--- src/vfd_pkg.sv ---
// Package: transaction types and codes for the stop-bit varint field decoder.
`default_nettype none

package vfd_pkg;

    localparam logic [63:0] INT64_SIGN_BIT = 64'h8000_0000_0000_0000;
    localparam logic [63:0] UINT32_MAX     = 64'h0000_0000_FFFF_FFFF;
    localparam logic [63:0] INT32_NEG_MAX  = 64'h0000_0000_8000_0000;
    localparam logic [63:0] INT32_POS_MAX  = 64'h0000_0000_7FFF_FFFF;

    localparam logic [1:0] FMT_UINT64 = 2'd0;
    localparam logic [1:0] FMT_INT64  = 2'd1;
    localparam logic [1:0] FMT_UINT32 = 2'd2;
    localparam logic [1:0] FMT_INT32  = 2'd3;

    localparam logic [1:0] STAT_OK       = 2'd0;
    localparam logic [1:0] STAT_OVERFLOW = 2'd1;
    localparam logic [1:0] STAT_EOF      = 2'd2;

    localparam logic [3:0] COUNT_MAX = 4'hF;

    typedef struct packed {
        logic [7:0] data_byte;
        logic [1:0] command;
        logic       end_of_stream;
    } item_t;

    typedef struct packed {
        logic [63:0] value_bits;
        logic [1:0]  status;
        logic [3:0]  bytes_consumed;
    } result_t;

endpackage

`default_nettype wire

--- src/varint_field_decoder.sv ---
// Top level: big-endian stop-bit varint field decoder, one byte per transaction.
// A result appears in the cycle after the byte that ends or overflows a field.
// Throughput: one byte per cycle while ready; state and result update together.
// Input ready drops only while a result is held and the output is stalled.
// Reset (rst_n, async, active low) clears the field state and the result valid.
`default_nettype none

module varint_field_decoder
    import vfd_pkg::*;
(
    input  wire logic    clk,
    input  wire logic    rst_n,
    input  wire logic    item_valid,
    output logic         item_ready,
    input  wire item_t   item,
    output logic         result_valid,
    input  wire logic    result_ready,
    output result_t      result
);

    logic [63:0] acc_reg, acc_next;
    logic        neg_reg, neg_next;
    logic        in_field_reg, in_field_next;
    logic [1:0]  fmt_reg, fmt_next;
    logic [3:0]  cnt_reg, cnt_next;
    logic        out_valid_reg;
    result_t     out_reg;

    logic        accept;
    logic        emit;
    result_t     res;

    logic [63:0] mag;
    logic [63:0] neg_mag;
    logic [1:0]  fmt;
    logic        neg;
    logic [3:0]  cnt;
    logic        shift_ovf;
    logic        fin_ovf;
    logic [63:0] fin_val;

    assign item_ready   = !out_valid_reg || result_ready;
    assign accept       = item_valid && item_ready;
    assign result_valid = out_valid_reg;
    assign result       = out_reg;

    always_comb
    begin
        if (in_field_reg)
        begin
            mag = {acc_reg[56:0], item.data_byte[6:0]};
            fmt = fmt_reg;
            neg = neg_reg;
            cnt = (cnt_reg == COUNT_MAX) ? COUNT_MAX : cnt_reg + 4'd1;
        end
        else
        begin
            mag = item.command[0] ? {58'd0, item.data_byte[5:0]}
                                  : {57'd0, item.data_byte[6:0]};
            fmt = item.command;
            neg = item.command[0] && item.data_byte[6];
            cnt = 4'd1;
        end
        shift_ovf = in_field_reg && (acc_reg[63:57] != 7'd0);
        neg_mag   = 64'd0 - mag;
    end

    always_comb
    begin
        fin_ovf = 1'b0;
        fin_val = mag;
        unique case (fmt)
            FMT_UINT64:
            begin
                fin_ovf = 1'b0;
                fin_val = mag;
            end
            FMT_UINT32:
            begin
                fin_ovf = mag > UINT32_MAX;
                fin_val = mag;
            end
            FMT_INT64:
            begin
                fin_ovf = neg ? (mag > INT64_SIGN_BIT) : (mag >= INT64_SIGN_BIT);
                fin_val = neg ? neg_mag : mag;
            end
            FMT_INT32:
            begin
                fin_ovf = neg ? (mag > INT32_NEG_MAX) : (mag > INT32_POS_MAX);
                fin_val = neg ? neg_mag : mag;
            end
            default:
            begin
                fin_ovf = 1'b0;
                fin_val = mag;
            end
        endcase
    end

    always_comb
    begin
        acc_next      = acc_reg;
        neg_next      = neg_reg;
        in_field_next = in_field_reg;
        fmt_next      = fmt_reg;
        cnt_next      = cnt_reg;
        emit          = 1'b0;
        res           = '{value_bits: 64'd0, status: STAT_OK, bytes_consumed: 4'd0};

        if (item.end_of_stream)
        begin
            emit          = 1'b1;
            res.status    = STAT_EOF;
            res.bytes_consumed = in_field_reg ? cnt_reg : 4'd0;
            acc_next      = 64'd0;
            neg_next      = 1'b0;
            cnt_next      = 4'd0;
            in_field_next = 1'b0;
        end
        else if (shift_ovf)
        begin
            emit          = 1'b1;
            res.status    = STAT_OVERFLOW;
            res.bytes_consumed = cnt;
            acc_next      = 64'd0;
            cnt_next      = 4'd0;
            in_field_next = 1'b0;
        end
        else
        begin
            fmt_next = fmt;
            neg_next = neg;
            if (item.data_byte[7])
            begin
                emit               = 1'b1;
                res.status         = fin_ovf ? STAT_OVERFLOW : STAT_OK;
                res.value_bits     = fin_ovf ? 64'd0 : fin_val;
                res.bytes_consumed = cnt;
                acc_next           = 64'd0;
                cnt_next           = 4'd0;
                in_field_next      = 1'b0;
            end
            else
            begin
                acc_next      = mag;
                cnt_next      = cnt;
                in_field_next = 1'b1;
            end
        end
    end

    always_ff @(posedge clk or negedge rst_n)
    begin
        if (!rst_n)
        begin
            acc_reg       <= 64'd0;
            neg_reg       <= 1'b0;
            in_field_reg  <= 1'b0;
            fmt_reg       <= FMT_UINT64;
            cnt_reg       <= 4'd0;
            out_valid_reg <= 1'b0;
        end
        else
        begin
            if (accept)
            begin
                acc_reg      <= acc_next;
                neg_reg      <= neg_next;
                in_field_reg <= in_field_next;
                fmt_reg      <= fmt_next;
                cnt_reg      <= cnt_next;
            end
            if (accept && emit)
                out_valid_reg <= 1'b1;
            else if (result_ready)
                out_valid_reg <= 1'b0;
        end
    end

    always_ff @(posedge clk)
    begin
        if (accept && emit)
            out_reg <= res;
    end

`ifndef SYNTHESIS
    a_idle_count_zero: assert property (@(posedge clk) disable iff (!rst_n)
        !in_field_reg |-> cnt_reg == 4'd0)
        else $error("byte count nonzero outside a field");

    a_field_count_nonzero: assert property (@(posedge clk) disable iff (!rst_n)
        in_field_reg |-> cnt_reg != 4'd0)
        else $error("field open with zero byte count");

    a_error_value_zero: assert property (@(posedge clk) disable iff (!rst_n)
        result_valid && result.status != STAT_OK |-> result.value_bits == 64'd0)
        else $error("nonzero value on error transaction");

    a_status_legal: assert property (@(posedge clk) disable iff (!rst_n)
        result_valid |-> result.status == STAT_OK || result.status == STAT_OVERFLOW
                         || result.status == STAT_EOF)
        else $error("illegal status code");

    a_ok_has_bytes: assert property (@(posedge clk) disable iff (!rst_n)
        result_valid && result.status == STAT_OK |-> result.bytes_consumed != 4'd0)
        else $error("ok transaction with no bytes");
`endif

endmodule

`default_nettype wire

--- config.mk ---
export PLATFORM = sky130hd
export DESIGN_NAME = varint_field_decoder
export DESIGN_NICKNAME = d
export VERILOG_FILES = /design/src/vfd_pkg.sv /design/src/varint_field_decoder.sv
export SDC_FILE = /design/constraint.sdc
export NUM_CORES = 1
export LEC_CHECK = 0
export BUFFER_PORTS_ARGS = -buffer_cell sky130_fd_sc_hd__clkbuf_2
export CORE_MARGIN = 2
export CORE_UTILIZATION = 53
export CTS_CLUSTER_SIZE = 24
export DETAILED_ROUTE_END_ITERATION = 8
export HOLD_SLACK_MARGIN = 0.03
export PLACE_DENSITY_LB_ADDON = 0.2
export REMOVE_ABC_BUFFERS = 1
export SYNTH_ARGS = -nofsm -noshare
export SYNTH_HDL_FRONTEND = slang
export SYNTH_SLANG_ARGS = --single-unit
--- constraint.sdc ---
create_clock -name clk -period 4.6 [get_ports clk]
set_input_delay 0.46 -clock clk [delete_from_list [all_inputs] [get_ports clk]]
set_output_delay 0.46 -clock clk [all_outputs]
set_load 0.01 [all_outputs]
==> metrics <==
drc violations 0; die area 0.0155 mm^2; post-route setup slack roughly 1000 ps; top cell type's share of synthesized area 0.273; hold crit path type in -> async; Nets roughly 840; WP data arrival between 3000 and 4000 ps; fin. max-slew vios 0; # clock sinks between 100 and 150; Setup crit end kind register; CTS clk-pin slew, worst paths approximately 60 ps; clk_skew 7.87 ps; commonest non-fill, non-tap cell in the layout clkbuf_2; Area contributors post-synth edfxtp_1 (27%), dfrtp_1 (24%), a22o_1 (6.8%); Max Cap Viol 0; TritonCTS Buffers 17; DR pass1 iterations 5; Die Width 125 um; pwr dens 357 mW/mm^2; # hold bufs at CTS 0; dpl ws 1230 ps; dpl hpwl 13800 um; vias per cell 6.56; Syn Inst Count a little under 800; initial core utilization 0.537; Setup crit start kind register; #FFs+latches synth between 100 and 150; worst endpoint required time 4730 ps; layout cells sized above 1 0.173; commonest non-fill, non-tap cells in the layout clkbuf_2 (85), nor2_1 (84), nand2_1 (81); worst-path cell chain buf_12 > nand3b_1 > and2_2 > a21oi_1 > nor2_1 > nor4_1; Routed WL 21600 um; Worst path max stage delay 850 ps; Max Freq 281 MHz; # diodes 0; Routed Antenna Nets 0; post-synthesis cell type count 66; RD Place Congestion 0.906; static leakage ~3.5 nW; Final TNS setup 0 ps; syn avg cell area 9.89 um^2; CP Class reg -> reg; root buffer cell clkbuf_16; FFs w/ async S/R, synth 0.510; Seq/Total Area, Yosys 0.509; vias in the first global route about 6400; Via Count between 6000 and 7000; maximum vdd ir drop 0.000325 V; worst hold slack around 150 ps; GR Overflow Total 0; first-pass GRT wire length 34500 um; DR iter-0 viols 730; predominant post-synthesis flop cell dfrtp_1; total power 3.13 mW; endpoints failing hold 0; number of synthesized flops with an enable pin 70; IO Pins 87; std cell rows 44; TritonCTS clock tree yes; worst-path fanout max 111; Port Buf Inserts 86; Cell Area, Synth about 0.0077 mm^2; Post-CTS Repair Setup Buffers 0; slew margin rel. 0.325; initial antenna violation count 0; DIE HEIGHT 125 um; Filler cells about 1200; core area 0.0144 mm^2; worst slew pin tran between 1000 and 1500 ps; post-cts resize count 0; H-tree Lvls 4; All-Layer GR Usage 0.278; Setup violations, final 0; max FFs per register 70; min Tclk post-route 3560 ps; post-synth top area cell edfxtp_1; Skew-Pair Late Insertion Delay 430 ps; routed len/inst around 21 um; period utilization 0.773; Final Util 0.609; Syn. warnings 0; maximum buffer depth of the clock tree 2; critical path's slowest cell and2_2; RSZ-0062 raised after global routing false; outcome complete, no violations; largest net degree at the start of global routing approximately 110; Synth-to-Final Area Change 13.5%
==> final cells by class <==
cell class                      instances  area [um^2]  share of cell area
Sequential cell                       143         3930               0.449
Multi-Input combinational cell        554         3470               0.396
Timing Repair Buffer                  100          548              0.0626
Clock buffer                           23          448              0.0512
Tap cell                              184          230              0.0263
Clock inverter                          9         95.1              0.0109
Inverter                                9         33.8             0.00386
==> worst max-delay path: cells and delay by family, from the launching register on <==
family / cells / cell delay, ps
DFF: 1 / 380
and+or+nand+nor: 4 / 2220
AOI/OAI and AO/OA: 1 / 240
buffers and inverters: 1 / 360
==> per-stage QoR <==
stage | cell area, um^2 | cells
5_1_grt | 8750 | 1022
2_1_floorplan | 7410 | 706
4_1_cts | 8750 | 1022
3_5_place_dp | 8210 | 990
6_report | 8750 | 1022
3_3_place_gp | 8210 | 990
==> power by group <==
part,leakage (nW),internal [mW],switching [mW]
combinational,1.56,0.113,0.264
sequential,1.69,1.40,0.0340
clock,0.264,0.790,0.523
total,3.52,2.31,0.821
==> metal layers <==
metal	part of all wire	vias up	track usage
li1	-	3045	-
met1	0.42	3253	0.379
met2	0.48	343	0.439
met3	0.079	65	0.0584
met4	0.029	0	0.111
met5	0	-	0
==> Yosys cell counts (9+ instances only) <==
| cell type | n |
|---|---|
| nor2_1 | 85 |
| nand2_1 | 82 |
| dfrtp_1 | 73 |
| edfxtp_1 | 70 |
| clkbuf_1 | 62 |
| a22o_1 | 60 |
| a21oi_1 | 45 |
| nor4_1 | 28 |
| a31oi_1 | 27 |
| xor2_1 | 25 |
| nor3_1 | 23 |
| o21ai_0 | 22 |
| and3_1 | 13 |
| o31ai_1 | 11 |
| inv_1 | 9 |
| nand3_1 | 9 |
| or4_1 | 9 |
==> kinds of logic (layout without fill, tap and decap cells) <==
family                     count (synthesis)  after routing  synth area share
and+or+nand+nor                          297            297             0.196
AOI/OAI and AO/OA                        218            218             0.204
DFF                                      143            143             0.509
buffers and inverters                     83            141            0.0430
xor gates and xnor gates                  30             30            0.0341
muxes                                      7              7           0.00941
adders and majority gates                  2              2           0.00324
==> path summary, 6_finish.rpt <==
path,startpoint,end,slack [ps],depth (start not counted)
max,in_field_reg,result[32],1040,6
min,rst_n,cnt_reg[3],150,1
max reg2reg,in_field_reg,result[32],1040,6
min reg2reg,acc_reg[62],acc_reg[62],500,1
max in group asynchronous,rst_n,acc_reg[14],3380,2
min in group clk,item[7],acc_reg[4],330,2
(Power assumes the default switching activity.)
